[src/rtl/frac_pkg.sv]
// ----------------------------------------------------------------------------
// Fraction arithmetic package
// Shared constants for the fraction arithmetic unit: default operand width,
// result field widths, operation codes and configuration register map.
// ----------------------------------------------------------------------------
package frac_pkg;

  // Default operand width; the top level hands this down as a parameter.
  localparam int OPERAND_WIDTH_DEF = 16;

  // Fixed widths of the result fields.
  localparam int RES_NUM_W = 33;
  localparam int RES_DEN_W = 32;

  // Operation codes carried by the request type field.
  localparam logic [1:0] OP_ADD = 2'd0;
  localparam logic [1:0] OP_SUB = 2'd1;
  localparam logic [1:0] OP_MUL = 2'd2;
  localparam logic [1:0] OP_DIV = 2'd3;

  // Configuration port: one 32-bit register, word aligned.
  localparam int APB_ADDR_W = 3;
  localparam int APB_DATA_W = 32;
  localparam logic REG_IDX_REDUCE = 1'b0;

endpackage

[src/rtl/fraction_arithmetic_unit.sv]
// ----------------------------------------------------------------------------
// Fraction arithmetic unit
// Adds, subtracts, multiplies or divides two signed fractions and optionally
// reduces the result by the greatest common divisor of its two parts.
// ----------------------------------------------------------------------------
// Usage:
// A request carries an operation code and two fractions a and b. It is taken
// when in_valid and in_ready are both high. in_ready is high only while the
// unit is idle, so one request is in work at a time. Each request produces
// exactly one result on the out_ channel, held in an output register until
// out_valid and out_ready are both high.
// Sequence: with reduction off, the request runs through the three products
// on the shared multiplier (S_M0, S_M1, S_M2), the sum (S_ADD) and the
// reduction decision (S_RED), and S_DONE then loads the output register.
// With reduction on, S_RED starts a binary GCD on one subtractor, followed,
// when the divisor is two or more, by two bit-serial divisions; the unit
// waits in S_WAIT until they finish. in_ready returns at the edge that loads
// the result, so a new request is taken only once the last result is in the
// output register. A stalled receiver only holds the finished result;
// the next request is accepted while it waits, and its result is held back
// until the output register frees up. Reset (rst_n low, synchronous)
// returns the sequencers to idle, empties the output register and clears
// reduce_result to 0. The user must write the reduce_result register over
// the APB-style port only while idle; the block does not enforce this.
// ----------------------------------------------------------------------------
module fraction_arithmetic_unit #(
  parameter int OPERAND_WIDTH = frac_pkg::OPERAND_WIDTH_DEF
) (
  input  logic                                 clk,
  input  logic                                 rst_n,
  // Request channel
  input  logic                                 in_valid,
  output logic                                 in_ready,
  input  logic [1:0]                           in_req_type,
  input  logic signed [OPERAND_WIDTH-1:0]      in_a_num,
  input  logic signed [OPERAND_WIDTH-1:0]      in_a_den,
  input  logic signed [OPERAND_WIDTH-1:0]      in_b_num,
  input  logic signed [OPERAND_WIDTH-1:0]      in_b_den,
  // Result channel
  output logic                                 out_valid,
  input  logic                                 out_ready,
  output logic signed [frac_pkg::RES_NUM_W-1:0] out_res_num,
  output logic signed [frac_pkg::RES_DEN_W-1:0] out_res_den,
  // Configuration port
  input  logic                                 psel,
  input  logic                                 penable,
  input  logic                                 pwrite,
  input  logic [frac_pkg::APB_ADDR_W-1:0]      paddr,
  input  logic [frac_pkg::APB_DATA_W-1:0]      pwdata,
  output logic [frac_pkg::APB_DATA_W-1:0]      prdata,
  output logic                                 pready
);

  localparam int W     = OPERAND_WIDTH;
  localparam int PW    = 2 * W;
  // Exact sums of two products need one bit more than a product.
  localparam int NW    = 2 * W + 1;
  localparam int EXT_W = (NW > frac_pkg::RES_NUM_W) ? NW : frac_pkg::RES_NUM_W;

  localparam logic [2:0] S_IDLE = 3'd0;
  localparam logic [2:0] S_M0   = 3'd1;
  localparam logic [2:0] S_M1   = 3'd2;
  localparam logic [2:0] S_M2   = 3'd3;
  localparam logic [2:0] S_ADD  = 3'd4;
  localparam logic [2:0] S_RED  = 3'd5;
  localparam logic [2:0] S_WAIT = 3'd6;
  localparam logic [2:0] S_DONE = 3'd7;

  logic [2:0]           state_r, state_nxt;
  logic [1:0]           op_r;
  logic signed [W-1:0]  an_r, ad_r, bn_r, bd_r;
  logic signed [PW-1:0] p0_r, p0_nxt;
  logic signed [PW-1:0] p1_r, p1_nxt;
  logic signed [NW-1:0] num_r, num_nxt;
  logic signed [NW-1:0] den_r, den_nxt;
  logic                 reduce_r;
  logic                 out_valid_r, out_valid_nxt;
  logic signed [frac_pkg::RES_NUM_W-1:0] res_num_r, res_num_nxt;
  logic signed [frac_pkg::RES_DEN_W-1:0] res_den_r, res_den_nxt;

  logic signed [W-1:0]  mul_a, mul_b;
  logic signed [PW-1:0] prod;
  logic                 red_start;
  logic                 red_done;
  logic signed [NW-1:0] red_num, red_den;
  logic signed [NW-1:0] sel_num, sel_den;
  logic signed [EXT_W-1:0] ext_num, ext_den;
  logic                 in_take;
  logic                 out_load;
  logic                 same_den;
  logic                 cfg_wr;

  // --------------------------------------------------------------------------
  // Configuration register. pready is tied high, so every access completes
  // in its access phase. Only the first word holds a register.
  // --------------------------------------------------------------------------
  assign pready = 1'b1;
  assign cfg_wr = psel && penable && pwrite && (paddr[2] == frac_pkg::REG_IDX_REDUCE);

  always_ff @(posedge clk) begin
    if (!rst_n) begin
      reduce_r <= 1'b0;
    end else if (cfg_wr) begin
      reduce_r <= pwdata[0];
    end
  end

  always_comb begin
    prdata = '0;
    if (paddr[2] == frac_pkg::REG_IDX_REDUCE) begin
      prdata[0] = reduce_r;
    end
  end

  // --------------------------------------------------------------------------
  // Request capture and the shared multiplier. The three products are
  // formed one per cycle; each is registered inside the multiplier and
  // picked up one state later.
  // --------------------------------------------------------------------------
  assign in_ready = (state_r == S_IDLE);
  assign in_take  = in_valid && in_ready;

  always_ff @(posedge clk) begin
    if (in_take) begin
      op_r <= in_req_type;
      an_r <= in_a_num;
      ad_r <= in_a_den;
      bn_r <= in_b_num;
      bd_r <= in_b_den;
    end
  end

  // Product schedule:
  //   add/subtract: a_num*b_den, b_num*a_den, a_den*b_den
  //   multiply:     a_num*b_num, (unused),    a_den*b_den
  //   divide:       a_num*b_den, (unused),    a_den*b_num
  always_comb begin
    unique case (state_r)
      S_M0: begin
        mul_a = an_r;
        mul_b = (op_r == frac_pkg::OP_MUL) ? bn_r : bd_r;
      end
      S_M1: begin
        mul_a = bn_r;
        mul_b = ad_r;
      end
      S_M2: begin
        mul_a = ad_r;
        mul_b = (op_r == frac_pkg::OP_DIV) ? bn_r : bd_r;
      end
      default: begin
        mul_a = an_r;
        mul_b = bd_r;
      end
    endcase
  end

  frac_mul #(
    .W (W)
  ) u_mul (
    .clk (clk),
    .a   (mul_a),
    .b   (mul_b),
    .p   (prod)
  );

  assign p0_nxt = (state_r == S_M1) ? prod : p0_r;
  assign p1_nxt = (state_r == S_M2) ? prod : p1_r;

  always_ff @(posedge clk) begin
    p0_r <= p0_nxt;
    p1_r <= p1_nxt;
  end

  // --------------------------------------------------------------------------
  // Combine step. When both denominators match, add and subtract work on
  // the numerators directly and keep the shared denominator.
  // --------------------------------------------------------------------------
  assign same_den = (ad_r == bd_r);

  always_comb begin
    num_nxt = num_r;
    den_nxt = den_r;
    if (state_r == S_ADD) begin
      den_nxt = NW'(prod);
      unique case (op_r)
        frac_pkg::OP_ADD: begin
          if (same_den) begin
            num_nxt = NW'(an_r) + NW'(bn_r);
            den_nxt = NW'(ad_r);
          end else begin
            num_nxt = NW'(p0_r) + NW'(p1_r);
          end
        end
        frac_pkg::OP_SUB: begin
          if (same_den) begin
            num_nxt = NW'(an_r) - NW'(bn_r);
            den_nxt = NW'(ad_r);
          end else begin
            num_nxt = NW'(p0_r) - NW'(p1_r);
          end
        end
        frac_pkg::OP_MUL, frac_pkg::OP_DIV: begin
          num_nxt = NW'(p0_r);
        end
        default: begin
          num_nxt = NW'(p0_r);
        end
      endcase
    end
  end

  always_ff @(posedge clk) begin
    num_r <= num_nxt;
    den_r <= den_nxt;
  end

  // --------------------------------------------------------------------------
  // Reduction. The reducer leaves the fraction unchanged when neither part
  // is positive or when the common divisor is one.
  // --------------------------------------------------------------------------
  assign red_start = (state_r == S_RED) && reduce_r;

  frac_red #(
    .NW (NW)
  ) u_red (
    .clk   (clk),
    .rst_n (rst_n),
    .start (red_start),
    .num   (num_r),
    .den   (den_r),
    .done  (red_done),
    .q_num (red_num),
    .q_den (red_den)
  );

  // --------------------------------------------------------------------------
  // Output register. Exact values are sign extended and then wrapped to the
  // fixed result widths.
  // --------------------------------------------------------------------------
  assign sel_num = reduce_r ? red_num : num_r;
  assign sel_den = reduce_r ? red_den : den_r;
  assign ext_num = EXT_W'(sel_num);
  assign ext_den = EXT_W'(sel_den);

  assign out_load = (state_r == S_DONE) && (!out_valid_r || out_ready);

  always_comb begin
    out_valid_nxt = out_valid_r;
    res_num_nxt   = res_num_r;
    res_den_nxt   = res_den_r;
    if (out_load) begin
      out_valid_nxt = 1'b1;
      res_num_nxt   = ext_num[frac_pkg::RES_NUM_W-1:0];
      res_den_nxt   = ext_den[frac_pkg::RES_DEN_W-1:0];
    end else if (out_ready) begin
      out_valid_nxt = 1'b0;
    end
  end

  always_ff @(posedge clk) begin
    res_num_r <= res_num_nxt;
    res_den_r <= res_den_nxt;
  end

  assign out_valid   = out_valid_r;
  assign out_res_num = res_num_r;
  assign out_res_den = res_den_r;

  // --------------------------------------------------------------------------
  // Request sequencer.
  // --------------------------------------------------------------------------
  always_comb begin
    state_nxt = state_r;
    unique case (state_r)
      S_IDLE: begin
        if (in_take) begin
          state_nxt = S_M0;
        end
      end
      S_M0: state_nxt = S_M1;
      S_M1: state_nxt = S_M2;
      S_M2: state_nxt = S_ADD;
      S_ADD: state_nxt = S_RED;
      S_RED: begin
        state_nxt = reduce_r ? S_WAIT : S_DONE;
      end
      S_WAIT: begin
        if (red_done) begin
          state_nxt = S_DONE;
        end
      end
      S_DONE: begin
        if (out_load) begin
          state_nxt = S_IDLE;
        end
      end
      default: state_nxt = S_IDLE;
    endcase
  end

  always_ff @(posedge clk) begin
    if (!rst_n) begin
      state_r     <= S_IDLE;
      out_valid_r <= 1'b0;
    end else begin
      state_r     <= state_nxt;
      out_valid_r <= out_valid_nxt;
    end
  end

endmodule

[src/rtl/frac_mul.sv]
// ----------------------------------------------------------------------------
// Fraction operand multiplier
// Signed operand-by-operand multiplier with a registered product.
// ----------------------------------------------------------------------------
module frac_mul #(
  parameter int W = frac_pkg::OPERAND_WIDTH_DEF
) (
  input  logic                  clk,
  input  logic signed [W-1:0]   a,
  input  logic signed [W-1:0]   b,
  output logic signed [2*W-1:0] p
);

  logic signed [2*W-1:0] p_r;
  logic signed [2*W-1:0] p_nxt;

  // Both operands are signed, so they are sign extended to the full width.
  assign p_nxt = a * b;

  always_ff @(posedge clk) begin
    p_r <= p_nxt;
  end

  assign p = p_r;

endmodule

[src/rtl/frac_red.sv]
// ----------------------------------------------------------------------------
// Fraction reducer
// Binary GCD of the two result magnitudes followed, when that divisor is two
// or more, by two restoring divisions by it, all on one shared subtractor.
// ----------------------------------------------------------------------------
module frac_red #(
  parameter int NW = 2 * frac_pkg::OPERAND_WIDTH_DEF + 1
) (
  input  logic                 clk,
  input  logic                 rst_n,
  input  logic                 start,
  input  logic signed [NW-1:0] num,
  input  logic signed [NW-1:0] den,
  output logic                 done,
  output logic signed [NW-1:0] q_num,
  output logic signed [NW-1:0] q_den
);

  localparam int KW = $clog2(NW);
  localparam int CW = $clog2(NW + 1);
  localparam int SW = NW + 1;

  localparam logic [2:0] R_IDLE = 3'd0;
  localparam logic [2:0] R_GCD  = 3'd1;
  localparam logic [2:0] R_CHK  = 3'd2;
  localparam logic [2:0] R_DIVN = 3'd3;
  localparam logic [2:0] R_LDD  = 3'd4;
  localparam logic [2:0] R_DIVD = 3'd5;
  localparam logic [2:0] R_FIN  = 3'd6;
  localparam logic [2:0] R_DONE = 3'd7;

  function automatic logic [NW-1:0] mag(input logic signed [NW-1:0] v);
    logic [NW-1:0] u;
    u = v;
    mag = v[NW-1] ? (~u + 1'b1) : u;
  endfunction

  logic [2:0]           state_r, state_nxt;
  logic [NW-1:0]        x_r, x_nxt;
  logic [NW-1:0]        y_r, y_nxt;
  logic [KW-1:0]        k_r, k_nxt;
  logic [NW-1:0]        g_r, g_nxt;
  logic [NW-1:0]        rem_r, rem_nxt;
  logic [NW-1:0]        quo_r, quo_nxt;
  logic [CW-1:0]        cnt_r, cnt_nxt;
  logic signed [NW-1:0] num_r, num_nxt;
  logic signed [NW-1:0] den_r, den_nxt;
  logic signed [NW-1:0] qn_r, qn_nxt;
  logic signed [NW-1:0] qd_r, qd_nxt;

  logic [SW-1:0] sub_a;
  logic [SW-1:0] sub_b;
  logic [SW:0]   diff;
  logic          borrow;
  logic          top_pos;
  logic [NW-1:0] g_sh;
  logic [NW-1:0] quo_neg;

  // One subtractor serves both the GCD steps and the division steps.
  always_comb begin
    if (state_r == R_GCD) begin
      sub_a = {1'b0, x_r};
      sub_b = {1'b0, y_r};
    end else begin
      sub_a = {rem_r, quo_r[NW-1]};
      sub_b = {1'b0, g_r};
    end
  end

  assign diff    = {1'b0, sub_a} - {1'b0, sub_b};
  assign borrow  = diff[SW];
  assign top_pos = (!num[NW-1] && (num != '0)) || (!den[NW-1] && (den != '0));
  assign g_sh    = ((x_r == '0) ? y_r : x_r) << k_r;
  assign quo_neg = ~quo_r + 1'b1;

  always_comb begin
    state_nxt = state_r;
    x_nxt     = x_r;
    y_nxt     = y_r;
    k_nxt     = k_r;
    g_nxt     = g_r;
    rem_nxt   = rem_r;
    quo_nxt   = quo_r;
    cnt_nxt   = cnt_r;
    num_nxt   = num_r;
    den_nxt   = den_r;
    qn_nxt    = qn_r;
    qd_nxt    = qd_r;
    unique case (state_r)
      R_IDLE: begin
        if (start) begin
          num_nxt = num;
          den_nxt = den;
          x_nxt   = mag(num);
          y_nxt   = mag(den);
          k_nxt   = '0;
          qn_nxt  = num;
          qd_nxt  = den;
          state_nxt = top_pos ? R_GCD : R_DONE;
        end
      end
      R_GCD: begin
        if ((x_r == '0) || (y_r == '0)) begin
          g_nxt     = g_sh;
          state_nxt = R_CHK;
        end else if (!x_r[0] && !y_r[0]) begin
          x_nxt = x_r >> 1;
          y_nxt = y_r >> 1;
          k_nxt = k_r + 1'b1;
        end else if (!x_r[0]) begin
          x_nxt = x_r >> 1;
        end else if (!y_r[0]) begin
          y_nxt = y_r >> 1;
        end else if (borrow) begin
          // Keep the larger value in x so the next subtraction stays positive.
          x_nxt = y_r;
          y_nxt = x_r;
        end else begin
          x_nxt = diff[NW-1:0];
        end
      end
      R_CHK: begin
        if (g_r[NW-1:1] == '0) begin
          state_nxt = R_DONE;
        end else begin
          quo_nxt   = mag(num_r);
          rem_nxt   = '0;
          cnt_nxt   = CW'(NW);
          state_nxt = R_DIVN;
        end
      end
      R_DIVN, R_DIVD: begin
        rem_nxt = borrow ? {rem_r[NW-2:0], quo_r[NW-1]} : diff[NW-1:0];
        quo_nxt = {quo_r[NW-2:0], ~borrow};
        cnt_nxt = cnt_r - 1'b1;
        if (cnt_r == CW'(1)) begin
          state_nxt = (state_r == R_DIVN) ? R_LDD : R_FIN;
        end
      end
      R_LDD: begin
        qn_nxt    = num_r[NW-1] ? quo_neg : quo_r;
        quo_nxt   = mag(den_r);
        rem_nxt   = '0;
        cnt_nxt   = CW'(NW);
        state_nxt = R_DIVD;
      end
      R_FIN: begin
        qd_nxt    = den_r[NW-1] ? quo_neg : quo_r;
        state_nxt = R_DONE;
      end
      R_DONE: begin
        state_nxt = R_IDLE;
      end
      default: begin
        state_nxt = R_IDLE;
      end
    endcase
  end

  always_ff @(posedge clk) begin
    if (!rst_n) begin
      state_r <= R_IDLE;
    end else begin
      state_r <= state_nxt;
    end
  end

  always_ff @(posedge clk) begin
    x_r   <= x_nxt;
    y_r   <= y_nxt;
    k_r   <= k_nxt;
    g_r   <= g_nxt;
    rem_r <= rem_nxt;
    quo_r <= quo_nxt;
    cnt_r <= cnt_nxt;
    num_r <= num_nxt;
    den_r <= den_nxt;
    qn_r  <= qn_nxt;
    qd_r  <= qd_nxt;
  end

  assign done  = (state_r == R_DONE);
  assign q_num = qn_r;
  assign q_den = qd_r;

endmodule
[config.mk]
export PLATFORM = sky130hd
export DESIGN_NAME = fraction_arithmetic_unit
export DESIGN_NICKNAME = d
export VERILOG_FILES = /design/src/rtl/frac_pkg.sv /design/src/rtl/fraction_arithmetic_unit.sv /design/src/rtl/frac_mul.sv /design/src/rtl/frac_red.sv
export SDC_FILE = /design/constraint.sdc
export NUM_CORES = 2
export LEC_CHECK = 0
export BUFFER_PORTS_ARGS = -buffer_cell sky130_fd_sc_hd__buf_2
export CAP_MARGIN = 20
export CORE_AREA = 2 2 284 286
export DETAILED_ROUTE_END_ITERATION = 7
export DIE_AREA = 0 0 286 288
export PLACE_DENSITY = 0.84
export SYNTH_ARGS = -nofsm -noshare
export SYNTH_HDL_FRONTEND = slang
export SYNTH_SLANG_ARGS = --single-unit
[constraint.sdc]
create_clock -name clk -period 11.1 [get_ports clk]
set_input_delay 0.555 -clock clk [delete_from_list [all_inputs] [get_ports clk]]
set_output_delay 0.555 -clock clk [all_outputs]
set_load 0.005 [all_outputs]
==> results.py <==
metrics = {
    "placed_design": {
        "port-buffer-count": 142,
        "hpwl_mm": 106,
        "gp_congestion": 1.01,
    },
    "setup_path": {
        "crit_top_cell": "fa_1",
        "crit_path_start_kind": "flip-flop",
        "worstPathArrival_ns": 9.61,
        "critPathSlowestCell": "fa_1",
        "r2r_end": "u_mul.p[31]",
        "crit_path_end_kind": "flip-flop",
        "reg2reg_from": "op_r[0]",
        "cp.required_ns": 11.61,
        "critical-path-max-stage-delay_ns": 0.55,
        "path_max_fanout": 31,
        "worstRegToRegCells": 28,
        "r2r_slack_ns": 1.99,
        "crit_type": "reg -> reg",
    },
    "clock_tree": {
        "htreeDepth": 3,
        "cts_tree": "yes",
        "cts_root_buffer": "clkbuf_16",
        "cts.clk_slew.worst_paths_ns": 0.07,
        "cts_resized": 0,
        "clock-sinks": 607,
        "insertion_delay_ns": 0.66,
        "cts_setup_buffers": 0,
        "holdBufCountCts": 0,
        "cts-buffers-inserted": 68,
        "clk_path_buf_depth": 3,
    },
    "global_route": {
        "grt_usage_pct": 34.5,
        "grt_pass1_wl_mm": 217,
        "antenna_found_initial": 3,
        "grt_max_degree": 91,
        "overflow": 0,
        "grt_pass1_vias": 37100,
    },
    "routing": {
        "wirelength_mm": 143,
        "num_vias": 38300,
        "wire_per_inst_um": 24.0,
        "viasPerCell": 6.42,
        "drtAntennaViolNets": 0,
        "firstDrtPassIters": 8,
        "drt_iter0_drc": 5059,
        "drcViolationCount": 1,
    },
    "yosys": {
        "synth.distinct_cells": 92,
        "synth.cell_area_um2": 47300,
        "seq_area_frac_synth_pct": 37.7,
        "syn_inst": 4810,
        "synthArstFlopShare_pct": 0,
        "synth_top_area_share_pct": 36.0,
        "ys_seq_elements": 607,
        "synth_area_leader_cell": "edfxtp_1",
        "synth_edf_count": 567,
        "synthTopCellsByArea": "edfxtp_1 (36%), fa_1 (11%), ha_1 (5.8%), nand2_1 (4.9%), inv_1 (3.3%)",
        "synthFlopType": "edfxtp_1",
        "syn_area_per_cell_um2": 9.84,
        "synth_warnings": 0,
    },
    "finish": {
        "final_common_cell": "nand2_1",
        "area_delta_synth_final_pct": 8.25,
        "mostFrequentLayoutCells": "nand2_1 (621), edfxtp_1 (567), inv_1 (421)",
        "drive_gt1_share_pct": 9.85,
        "fin_nets": 5443,
    },
    "die": {
        "core_um2": 79600,
        "initial_core_util_pct": 59.4,
        "die-area_um2": 82400,
        "die_x_um": 286,
        "die_h_um": 288,
        "row_count": 104,
        "ioPinCount": 208,
    },
    "sta": {
        "tightestPinTransition_ns": 1.22,
        "period_minus_slack_ns": 9.11,
        "period_share_pct": 82.0,
        "max_freq_mhz": 110,
        "setup_viol": 0,
        "timing.setup.tns_ns": 0,
        "rsz0062_at_grt": "no",
        "finalHoldViolations": 0,
        "hold_ws_ns": 0.0679,
        "skew_ns": 0.0672,
        "relSlewSlack_pct": 18.4,
        "slew_violations": 0,
    },
    "hold_path": {
        "hold_class": "in -> reg",
        "min_to": "bd_r[1]",
        "holdCritStartpoint": "in_b_den[1]",
        "hold-path-cell-count": 1,
    },
    "job": {
        "cap_violations": 0,
    },
    "run_status": {
        "violations": "design-rule violations",
        "status": "complete, but fails checks",
    },
}
## worst max path at each step
stage	startpoint	to	slack (ns)	cells past startpoint
floorplan	state_r[0]	u_mul.p[31]	2.69	26
global placement	op_r[0]	u_mul.p[31]	2.38	28
CTS	op_r[0]	u_mul.p[31]	2.11	28
finish	op_r[0]	u_mul.p[31]	1.99	28
detailed placement	op_r[0]	u_mul.p[31]	2.20	28
global route	op_r[0]	u_mul.p[31]	1.73	28
## registers in the layout (all words and copies together) (netlist names), 33 cells and up
register / cells
num_r: 33
out_res_num: 33
u_red.g_r: 33
u_red.num_r: 33
u_red.q_num: 33
u_red.quo_r: 33
u_red.rem_r: 33
u_red.x_r: 33
u_red.y_r: 33
## layer usage
metal  track usage (%)  part of all wire, %  up-vias  routed length, um
li1                  -                    -    16900                  -
met1              45.5                   38    18600              54400
met2              56.1                   46     2376              66100
met3              6.62                   11      418              15900
met4              13.9                  4.6        4               6650
met5                 0                0.023        -                 33
## layout make-up
type	count	area [um^2]
fill	6255	28400
multi-input combinational	3535	26900
sequential	607	17800
clock buffer	78	1750
inverter	424	1590
tap	1060	1330
timing repair buffer	212	1290
clock inverter	48	533
antenna	3	7.51
## kinds of logic (layout without fill, tap and decap cells)
family,after synthesis,count (layout),synth area share (%)
AO/OA/AOI/OAI,1027,1027,14.0
XOR/XNOR,318,318,5.89
adder cells (fa/ha/maj),487,487,17.1
buffers and inverters,698,762,5.85
flip-flops,607,607,37.7
multiplexers,222,222,5.40
other,2,35,0.0159
AND/OR/NAND/NOR,1449,1449,14.0
## metrics by stage
stage	utilization (%)	setup slack [ns]	cells	area, um^2
2_1_floorplan	-	2.69	4840	47400
3_3_place_gp	61.3	2.38	5831	48800
3_5_place_dp	61.4	2.20	5833	48900
4_1_cts	64.2	2.11	5959	51100
5_1_grt	64.3	1.73	5964	51200
6_report	64.3	1.99	5967	51200
## cell usage after synthesis, types with 40 or more instances
library cell and n:
nand2b_1 46, ha_1 220, nor2_1 339, edfxtp_1 567
nor2b_1 43, inv_1 422, xnor2_1 155, a21o_1 73
o21ai_0 248, nor4_1 41, dfxtp_1 40, xor2_1 163
a22oi_1 52, nor3_1 65, or3_1 44, nand2_1 622
fa_1 267, o31ai_1 54, mux2i_1 135, o21a_1 41
clkbuf_1 204, nand3_1 92, mux2_2 67, a21oi_1 239
## worst max-delay path: cells and delay by family, from the launching register on
| kind | cells | cell delay (ns) |
|---|---|---|
| flops | 1 | 0.37 |
| simple gates | 4 | 0.94 |
| compound gates | 10 | 2.92 |
| fa+ha+maj | 7 | 3.42 |
| buf+inv | 7 | 1.28 |
Power is left out: the tool's default activity adds up to more than one toggle a clock period on the data nets, which glitch-free logic cannot reach.
